### src/rtl/i2r_pkg.sv
// shared types, letter codes and digit encoding helpers for the roman numeral converter
`timescale 1ns / 1ps
`default_nettype none

package i2r_pkg;

    localparam int          VALUE_W   = 12;
    localparam int          LETTER_W  = 7;
    localparam int          DIGIT_W   = 4;
    localparam int          POS_W     = 2;
    localparam int          IDX_W     = 2;
    localparam int          LEN_W     = 3;
    localparam int          VALUE_MAX = 3999;

    localparam logic [LETTER_W-1:0] LETTER_I = 7'd73;
    localparam logic [LETTER_W-1:0] LETTER_V = 7'd86;
    localparam logic [LETTER_W-1:0] LETTER_X = 7'd88;
    localparam logic [LETTER_W-1:0] LETTER_L = 7'd76;
    localparam logic [LETTER_W-1:0] LETTER_C = 7'd67;
    localparam logic [LETTER_W-1:0] LETTER_D = 7'd68;
    localparam logic [LETTER_W-1:0] LETTER_M = 7'd77;

    // digit positions from thousands down to units
    localparam int PLACE_WEIGHT [4] = '{1000, 100, 10, 1};

    localparam logic [LETTER_W-1:0] UNIT_LETTER [4] = '{LETTER_M, LETTER_C, LETTER_X, LETTER_I};
    localparam logic [LETTER_W-1:0] FIVE_LETTER [4] = '{LETTER_M, LETTER_D, LETTER_L, LETTER_V};
    localparam logic [LETTER_W-1:0] TEN_LETTER  [4] = '{LETTER_M, LETTER_M, LETTER_C, LETTER_X};

    typedef enum logic [1:0] {
        ST_IDLE,
        ST_SPLIT,
        ST_EMIT
    } state_t;

    typedef enum logic [1:0] {
        KIND_UNIT,
        KIND_FIVE,
        KIND_TEN
    } kind_t;

    typedef struct packed {
        logic load;
        logic split;
        logic advance;
        logic next_pos;
        logic emit;
    } ctrl_cmd_t;

    typedef struct packed {
        logic in_range;
        logic digit_zero;
        logic digit_done;
        logic rem_zero;
    } dp_status_t;

    // number of letters a decimal digit turns into
    function automatic logic [LEN_W-1:0] digit_len(input logic [DIGIT_W-1:0] d);
        logic [LEN_W-1:0] n;
        case (d)
            4'd1:    n = 3'd1;
            4'd2:    n = 3'd2;
            4'd3:    n = 3'd3;
            4'd4:    n = 3'd2;
            4'd5:    n = 3'd1;
            4'd6:    n = 3'd2;
            4'd7:    n = 3'd3;
            4'd8:    n = 3'd4;
            4'd9:    n = 3'd2;
            default: n = 3'd0;
        endcase
        return n;
    endfunction

    // which letter of the position stands at index i of digit d
    function automatic kind_t letter_kind(input logic [DIGIT_W-1:0] d,
                                          input logic [IDX_W-1:0]   i);
        kind_t k;
        case (d)
            4'd4:                   k = (i == '0) ? KIND_UNIT : KIND_FIVE;
            4'd5, 4'd6, 4'd7, 4'd8: k = (i == '0) ? KIND_FIVE : KIND_UNIT;
            4'd9:                   k = (i == '0) ? KIND_UNIT : KIND_TEN;
            default:                k = KIND_UNIT;
        endcase
        return k;
    endfunction

endpackage

`default_nettype wire

### src/rtl/i2r_ctrl.sv
// controller state machine: sequences digit splits and letter emission
`timescale 1ns / 1ps
`default_nettype none

module i2r_ctrl
    import i2r_pkg::*;
(
    input  wire logic       clk,
    input  wire logic       rst_n,
    input  wire logic       start,
    input  wire dp_status_t status,
    output ctrl_cmd_t       cmd,
    output logic            busy
);

    state_t state_reg;
    state_t state_next;

    always_ff @(posedge clk or negedge rst_n)
    begin
        if (!rst_n)
        begin
            state_reg <= ST_IDLE;
        end
        else
        begin
            state_reg <= state_next;
        end
    end

    always_comb
    begin
        state_next = state_reg;
        case (state_reg)
            ST_IDLE:
            begin
                if (start && status.in_range)
                begin
                    state_next = ST_SPLIT;
                end
            end
            ST_SPLIT:
            begin
                // zero digits give no letters, keep splitting
                if (!status.digit_zero)
                begin
                    state_next = ST_EMIT;
                end
            end
            ST_EMIT:
            begin
                if (status.digit_done)
                begin
                    state_next = status.rem_zero ? ST_IDLE : ST_SPLIT;
                end
            end
            default:
            begin
                state_next = ST_IDLE;
            end
        endcase
    end

    always_comb
    begin
        cmd  = '0;
        busy = 1'b0;
        case (state_reg)
            ST_IDLE:
            begin
                cmd.load = start;
            end
            ST_SPLIT:
            begin
                busy         = 1'b1;
                cmd.split    = 1'b1;
                cmd.next_pos = status.digit_zero;
            end
            ST_EMIT:
            begin
                busy         = 1'b1;
                cmd.emit     = 1'b1;
                cmd.advance  = !status.digit_done;
                cmd.next_pos = status.digit_done;
            end
            default:
            begin
                cmd  = '0;
                busy = 1'b0;
            end
        endcase
    end

endmodule

`default_nettype wire

### src/rtl/i2r_dpath.sv
// datapath: remainder, digit position, digit split and letter lookup
`timescale 1ns / 1ps
`default_nettype none

module i2r_dpath
    import i2r_pkg::*;
(
    input  wire logic                clk,
    input  wire logic                rst_n,
    input  wire logic [VALUE_W-1:0]  value,
    input  wire ctrl_cmd_t           cmd,
    output dp_status_t               status,
    output logic [LETTER_W-1:0]      letter,
    output logic                     last
);

    localparam int WIDE_W = VALUE_W + 2;

    logic [VALUE_W-1:0] rem_reg;
    logic [VALUE_W-1:0] rem_next;
    logic [DIGIT_W-1:0] digit_reg;
    logic [DIGIT_W-1:0] digit_next;
    logic [POS_W-1:0]   pos_reg;
    logic [POS_W-1:0]   pos_next;
    logic [IDX_W-1:0]   idx_reg;
    logic [IDX_W-1:0]   idx_next;

    logic [DIGIT_W-1:0] lane_digit [4];
    logic [WIDE_W-1:0]  lane_sub   [4];
    logic [DIGIT_W-1:0] split_digit;
    logic [WIDE_W-1:0]  split_sub;
    logic [WIDE_W-1:0]  rem_wide;
    logic [LEN_W-1:0]   cur_len;
    kind_t              cur_kind;

    assign rem_wide = {2'b00, rem_reg};

    // one compare bank per position, each against constant multiples of its weight
    always_comb
    begin
        for (int p = 0; p < 4; p++)
        begin
            lane_digit[p] = '0;
            lane_sub[p]   = '0;
            for (int k = 1; k < 10; k++)
            begin
                if (rem_wide >= WIDE_W'(k * PLACE_WEIGHT[p]))
                begin
                    lane_digit[p] = DIGIT_W'(k);
                    lane_sub[p]   = WIDE_W'(k * PLACE_WEIGHT[p]);
                end
            end
        end
    end

    assign split_digit = lane_digit[pos_reg];
    assign split_sub   = lane_sub[pos_reg];

    assign cur_len  = digit_len(digit_reg);
    assign cur_kind = letter_kind(digit_reg, idx_reg);

    assign status.in_range   = (value != '0) && (value <= VALUE_W'(VALUE_MAX));
    assign status.digit_zero = (split_digit == '0);
    assign status.digit_done = ({1'b0, idx_reg} + 3'd1) == cur_len;
    assign status.rem_zero   = (rem_reg == '0);

    always_comb
    begin
        rem_next   = rem_reg;
        digit_next = digit_reg;
        pos_next   = pos_reg;
        idx_next   = idx_reg;
        if (cmd.load)
        begin
            rem_next = value;
            pos_next = '0;
            idx_next = '0;
        end
        else
        begin
            if (cmd.split)
            begin
                rem_next   = VALUE_W'(rem_wide - split_sub);
                digit_next = split_digit;
                idx_next   = '0;
            end
            if (cmd.advance)
            begin
                idx_next = idx_reg + 2'd1;
            end
            if (cmd.next_pos)
            begin
                pos_next = pos_reg + 2'd1;
            end
        end
    end

    always_ff @(posedge clk or negedge rst_n)
    begin
        if (!rst_n)
        begin
            pos_reg <= '0;
            idx_reg <= '0;
        end
        else
        begin
            pos_reg <= pos_next;
            idx_reg <= idx_next;
        end
    end

    always_ff @(posedge clk)
    begin
        rem_reg   <= rem_next;
        digit_reg <= digit_next;
    end

    always_comb
    begin
        case (cur_kind)
            KIND_UNIT: letter = UNIT_LETTER[pos_reg];
            KIND_FIVE: letter = FIVE_LETTER[pos_reg];
            KIND_TEN:  letter = TEN_LETTER[pos_reg];
            default:   letter = UNIT_LETTER[pos_reg];
        endcase
    end

    // final letter of a digit with nothing left in the lower positions
    assign last = cmd.emit && status.digit_done && status.rem_zero;

endmodule

`default_nettype wire

### src/rtl/integer_to_roman_numeral.sv
// top level of the integer to roman numeral converter
//
//   channel   signals                  handshake
//   input     value[11:0]              taken when start && !busy
//   result    letter[6:0], last        one cycle each, marked by strobe
//
// an item of value 1..3999 keeps busy high through one split step per digit
// position down to the lowest nonzero digit and one emit step per letter, with
// 3888 the longest; the split compare bank gives the digit for each split step
// a value of 0 or above 3999 is dropped at once and busy stays low
// a new item may start in the cycle after the last letter
// reset clears the controller and the position counters
`timescale 1ns / 1ps
`default_nettype none

module integer_to_roman_numeral
    import i2r_pkg::*;
(
    input  wire logic                 clk,
    input  wire logic                 rst_n,
    input  wire logic                 start,
    output logic                      busy,
    input  wire logic [VALUE_W-1:0]   value,
    output logic                      strobe,
    output logic [LETTER_W-1:0]       letter,
    output logic                      last
);

    ctrl_cmd_t  cmd;
    dp_status_t status;

    i2r_ctrl u_ctrl (
        .clk    (clk),
        .rst_n  (rst_n),
        .start  (start),
        .status (status),
        .cmd    (cmd),
        .busy   (busy)
    );

    i2r_dpath u_dpath (
        .clk    (clk),
        .rst_n  (rst_n),
        .value  (value),
        .cmd    (cmd),
        .status (status),
        .letter (letter),
        .last   (last)
    );

    assign strobe = cmd.emit;

endmodule

`default_nettype wire

### config.mk
export PLATFORM = sky130hd
export DESIGN_NAME = integer_to_roman_numeral
export DESIGN_NICKNAME = d
export VERILOG_FILES = /design/src/rtl/i2r_pkg.sv /design/src/rtl/i2r_ctrl.sv /design/src/rtl/i2r_dpath.sv /design/src/rtl/integer_to_roman_numeral.sv
export SDC_FILE = /design/constraint.sdc
export NUM_CORES = 1
export LEC_CHECK = 0
export BUFFER_PORTS_ARGS = -buffer_cell sky130_fd_sc_hd__buf_2
export CAP_MARGIN = 5
export CELL_PAD_IN_SITES_DETAIL_PLACEMENT = 1
export CELL_PAD_IN_SITES_GLOBAL_PLACEMENT = 1
export CORE_MARGIN = 4
export CORE_UTILIZATION = 46
export CTS_CLUSTER_SIZE = 30
export DETAILED_ROUTE_END_ITERATION = 7
export GPL_TIMING_DRIVEN = 0
export PLACE_DENSITY_LB_ADDON = 0.1
export SLEW_MARGIN = 20
export SYNTH_ARGS = -nofsm -noshare
export SYNTH_HDL_FRONTEND = slang
export SYNTH_SLANG_ARGS = --single-unit
export TNS_END_PERCENT = 50
### constraint.sdc
create_clock -name clk -period 4.3 [get_ports clk]
set_input_delay 1.29 -clock clk [delete_from_list [all_inputs] [get_ports clk]]
set_output_delay 1.29 -clock clk [all_outputs]
set_load 0.02 [all_outputs]
; Word-level counts from Yosys, hierarchy flattened
; Memories as Yosys holds them, arrays and structs flattened. A register that Yosys moved wholly into a read port is not among the register bits.
; Cells that the tools add are included.
[classes]
addsub = 4
magnitude_cmp = 38
eq_ne = 14
n_mux = 111
bitwise_logic = 2
n_reduce_logical = 17
[ops]
columns = cell, n
row1 = two-way mux 4 bit, 20
row2 = two-way mux 12 bit, 6
row3 = two-way mux 7 bit, 10
row4 = "greater-or-equal comparator 12 x 10 -> 1 bit, second input constant", 5
row5 = "greater-or-equal comparator 12 x 13 -> 1 bit, second input constant", 4
row6 = two-way mux 13 bit, 4
row7 = two-way mux 10 bit, 5
row8 = "greater-or-equal comparator 12 x 3 -> 1 bit, second input constant", 4
row9 = "greater-or-equal comparator 12 x 7 -> 1 bit, second input constant", 4
row10 = two-way mux 3 bit, 16
row11 = binary-select mux 7 bit (select 2 bit), 3
row12 = "greater-or-equal comparator 12 x 4 -> 1 bit, second input constant", 3
row13 = "greater-or-equal comparator 12 x 6 -> 1 bit, second input constant", 3
row14 = "greater-or-equal comparator 12 x 9 -> 1 bit, second input constant", 3
row15 = two-way mux 2 bit, 17
row16 = binary-select mux 14 bit (select 2 bit), 1
row17 = two-way mux 9 bit, 3
row18 = "greater-or-equal comparator 12 bit, second input constant", 2
row19 = "greater-or-equal comparator 12 x 2 -> 1 bit, second input constant", 2
row20 = "greater-or-equal comparator 12 x 5 -> 1 bit, second input constant", 2
row21 = two-way mux 6 bit, 3
row22 = "== test 4 x 3 -> 1 bit, second input constant", 4
row23 = "greater-or-equal comparator 12 x 14 -> 1 bit, second input constant", 1
row24 = two-way mux 14 bit, 1
row25 = other kinds (36), 60
[totals]
register_bits = 22
rom_bits = 48
inputBits = 15
out_inout_bits = 10
elab_cells = 192
mem_count = 1
[memory_table]
columns = name, depth, word_bits, read_ports, rd_clocked_by_memory_dff, wr, line
row1 = (no name shown), 16, 3, 1, 1, 0, i2r_pkg.sv:60  ; case (d)

; Longest topological paths before layout
[logic_depth]
ltp_word = 17
depth_mapped = 18
depth_no_buf = 16

; Hierarchy
; A second synthesis with hierarchy kept.
[unflattened]
hier_cells = 378
area_unflattened_um2 = 2959.1
[modules_own_cells]
columns = module, n_inst, cells_each, area_per_inst_um2, seq_area_each_um2
row1 = i2r_dpath, 1, 359, 2741.4, 640.6
row2 = i2r_ctrl, 1, 19, 217.7, 50.0

; Worst setup path before layout
; OpenSTA, ideal clock, no wires.
[synth_path]
path_type = reg2reg
from = reg u_dpath.rem_reg[4]
to = reg u_dpath.rem_reg[10], data pin
setup_time_ps = 263
t_arrival_ps = 3383
required_time_ps = 4037
path_slack_ps = 654
stages_incl_launch_ff = 18
path_buffers = 2
period_less_slack_ps = 3646
path_cell_list = edfxtp_1 > buf_2 > buf_2 > a2111o_1 > a21oi_1 > o21ai_1 > o211ai_1 > and2_1 > inv_1 > fa_1 > nor2b_1 > o21ai_0 > a21oi_1 > o21ai_1 > a21oi_1 > o211a_1 > o21a_1 > o31ai_1
[synth_between]
elab_chain_len = 16
word_cells_on_any_way = 78
cone_classes = 1 x add/sub / 36 x order compare / 41 x mux
[synth_lines]
columns = element, line
row1 = from (decl), i2r_dpath.sv:19  ; logic [VALUE_W-1:0] rem_reg;
row2 = from (signal assigned), i2r_dpath.sv:114  ; rem_reg <= rem_next;
row3 = "greater-or-equal comparator 12 x 1 -> 1 bit, or another cell as far along", i2r_dpath.sv:47  ; if (rem_wide >= WIDE_W'(k * PLACE_WEIGHT[p]))
row4 = "two-way mux 1 bit, or another cell as far along", i2r_dpath.sv:47
row5 = "two-way mux 2 bit, or another cell as far along (2 in series)", i2r_dpath.sv:47
row6 = "two-way mux 3 bit, or another cell as far along (4 in series)", i2r_dpath.sv:47
row7 = "two-way mux 4 bit, or another cell as far along (2 in series)", i2r_dpath.sv:47
row8 = binary-select mux 14 bit (select 2 bit), i2r_dpath.sv:57  ; assign split_sub = lane_sub[pos_reg];
row9 = two-way mux 12 bit (not written as such) (2 in series), i2r_dpath.sv:57
row10 = subtractor 12 bit (*), i2r_dpath.sv:83  ; rem_next = VALUE_W'(rem_wide - split_sub);
row11 = two-way mux 12 bit (*), i2r_dpath.sv:81  ; if (cmd.split)
row12 = two-way mux 12 bit (*), i2r_dpath.sv:73  ; if (cmd.load)
row13 = via u_dpath.rem_next[10], i2r_dpath.sv:20  ; logic [VALUE_W-1:0] rem_next;
; Mark *: on every way through the listed nets, which the timed path passes. The rest lies on a longest branch. The select of a mux whose other input is x is not followed.
; A chain may end at the register's enable or synchronous reset.

; Worst setup path after layout
; Same ends and word-level chain as after synthesis.

==> out/metrics.yaml <==
setup_path:
  cp.arrival_ns: 4.09
  crit_path_start_kind: "flop"
  crit_buf_inv: 4
  cp-end-kind: "flop"
  cpMaxStageDelayCell: "edfxtp_1"
  cp_top_family: "compound AO/OA/AOI/OAI gates"
  cp_max_fo: 10
  crit_type: "reg -> reg"
  crit_path_cell_trace: "buf_2 -> buf_2 -> a2111o_1 -> a21oi_4 -> o21ai_1 -> o211ai_1 -> buf_4 -> and2_1 -> inv_1 -> fa_1 -> nor2b_1 -> o21ai_0 -> a21oi_2 -> o21ai_1 -> a21oi_2 -> o211a_1 -> o21a_1 -> o31ai_1"
  cpPeakStageDelay_ns: 0.52
  cp.required_ns: 4.33
floorplan:
  die_y_um: 90
  core_area_sq_um: 6420
  start_util_pct: 48.2
  fp-row-count: 29
  chipWidth_um: 90
  die_area_sq_um: 8100
  io_pins: 25
logic_synthesis:
  syn_inst: 403
  synth_top_family_by_area: "compound AO/OA/AOI/OAI gates"
  synth_edf_count: 16
  synth_cell_types: 76
  synth.net_count: 444
  syn_area_per_cell_sq_um: 7.67
  synth_mux_area_share_pct: 1.66
  synth_warnings: 0
  synth_compound_area_share_pct: 28.2
  synth-simple-area-share_pct: 26.5
  synth-seq-area-share_pct: 22.3
  async_reset_ff_share_pct: 24.0
  syn_area_sq_um: 3090
  synth-seq-cells: 25
  synth_xor_area_share_pct: 2.83
  synthAdderAreaFrac_pct: 11.1
  synth_flop_cell: "edfxtp_1"
final_layout:
  syn_to_final_growth_pct: 10.8
  final_area_sq_um: 3430
  fillers: 831
  fin_nets: 477
  seqCellArea_sq_um: 691
  antenna_cells: 0
  layout_common_cells: "36 x nor2_1, 34 x nand2_1, 33 x buf_2"
  largest_register_ffs: 12
  layout.cells.most_common: "nor2_1"
  drive_gt1_share_pct: 15.2
  multi_input_area_sq_um: 2210
  fin_cells: 512
sta:
  maxSlewHeadroom_pct: 61.9
  finalCriticalPeriod_ns: 4.06
  fmax_ghz: 0.246
  worst_pin_slew_ns: 0.572
  period_share_pct: 94.5
  hold_viol: 0
  slew_viol_final: 0
  setup_violations: 0
  fin_skew_ns: 0.00711
  tns_ns: 0
global_routing:
  grt_remaining_overflow: 0
  antenna_found_initial: 0
  grt_start_max_net_pins: 16
  grt_use_total_pct: 23.6
  grt_pass1_wl_um: 16000
  grt_pass1_vias: 3216
placement:
  numPortBuffers: 22
  place_congestion: 0.876
  dp_cells: 502
  placed_cell_area_sq_um: 3300
  place_hpwl_um: 7500
hold_path:
  hold_path_class: "reg -> reg"
cts:
  cts.sinks: 25
  insertion_delay_ns: 0.28
  clockBufferDepth: 2
  hold_buffers: 0
  cts_max_level: 1
  clkTransAtPathRegs_ns: 0.10
  cts_root_buf: "clkbuf_8"
  cts_inserted_buffers: 3
  cts_tree: "built"
pwr:
  power.density_nw_per_um2: 121
  peakVddDrop_mv: 0.139
  leakagePower_nw: 1.41
route:
  postRouteAntennaNets: 0
  vias: 3306
  drt-pass1-iter-count: 5
  routed_wl_um: 9970
  drtIter0Drc: 256
  viasPerCell: 6.46
  avgRoutedWirePerCell_um: 19.5
  drc: 0
outcome:
  outcome: "complete, no violations"
job:
  drv_cap: 0
## synthesized netlist by cell type (7+ instances only)
library cell	n	area (sq um)
ha_1	25	313
nand2_1	34	128
buf_2	11	55.1
edfxtp_1	16	480
inv_1	20	75.1
and3_1	7	43.8
nor3_1	18	90.1
o21a_1	10	75.1
o21ai_1	10	50.1
nand3_1	12	60.1
clkbuf_1	12	45.0
o21ai_0	19	95.1
a21oi_1	31	155
nand2b_1	7	43.8
nor2_1	36	135
o31ai_1	9	67.6
## power by group
group | internal (mW) | switching [mW] | leakage [nW]
registers | 0.253 | 0 | 0.227
logic | 0.00649 | 0.00781 | 1.16
clock network | 0.0664 | 0.0819 | 0.0260
total | 0.326 | 0.0897 | 1.41
## routing by layer
layer,up-vias,wire [um],global-route usage (%)
met2,125,4770,39.4
met5,-,0,0
met1,1616,4460,32.3
met4,0,91,5.61
met3,10,651,3.09
li1,1555,-,-
## stage by stage
| step | worst slack, ns | power (mW) | hold slack [ns] | util, % |
|---|---|---|---|---|
| floorplan | 0.654 | 0.262 | 0.516 | - |
| global placement | -0.00768 | 0.272 | 0.552 | 51.4 |
| detailed placement | -0.0663 | 0.272 | 0.571 | 51.4 |
| CTS | 0.0120 | 0.421 | 0.594 | 52.2 |
| global route | -0.0492 | 0.430 | 0.631 | 53.4 |
| finish | 0.237 | 0.415 | 0.593 | 53.4 |
## kinds of logic after synthesis
| family | Yosys count |
|---|---|
| AOI/OAI and AO/OA | 129 |
| xor gates and xnor gates | 10 |
| adders and majority gates | 27 |
| buffers and inverters | 49 |
| DFF | 25 |
| muxes | 5 |
| other | 2 |
| and+or+nand+nor | 156 |
## final timing paths
check	startpoint	endpoint	slack (ns)	cells past startpoint
max in group asynchronous	rst_n	u_dpath.pos_reg[1]	3.32	1
worst max register to register	u_dpath.rem_reg[4]	u_dpath.rem_reg[10]	0.24	18
min in group asynchronous	rst_n	u_ctrl.state_reg[1]	0.82	1
worst min register to register	u_ctrl.state_reg[0]	u_ctrl.state_reg[0]	0.59	1
worst min-delay path	u_ctrl.state_reg[0]	u_ctrl.state_reg[0]	0.59	1
worst max-delay path	u_dpath.rem_reg[4]	u_dpath.rem_reg[10]	0.24	18
## area by class of cell
type | instances | share of cell area (%)
Buffer | 28 | 4.27
Clock buffer | 3 | 1.20
Clock inverter | 1 | 0.182
Inverter | 21 | 2.30
Multi-Input combinational cell | 329 | 64.6
Sequential cell | 25 | 20.1
Tap cell | 77 | 2.81
Timing Repair Buffer | 28 | 4.53
## repair_timing
item	CTS	global route
endpoints found under the setup margin	3	5
resized for setup	1	8
pin swaps	0	3
buffers inserted	0	6
(Power assumes the default switching activity.)
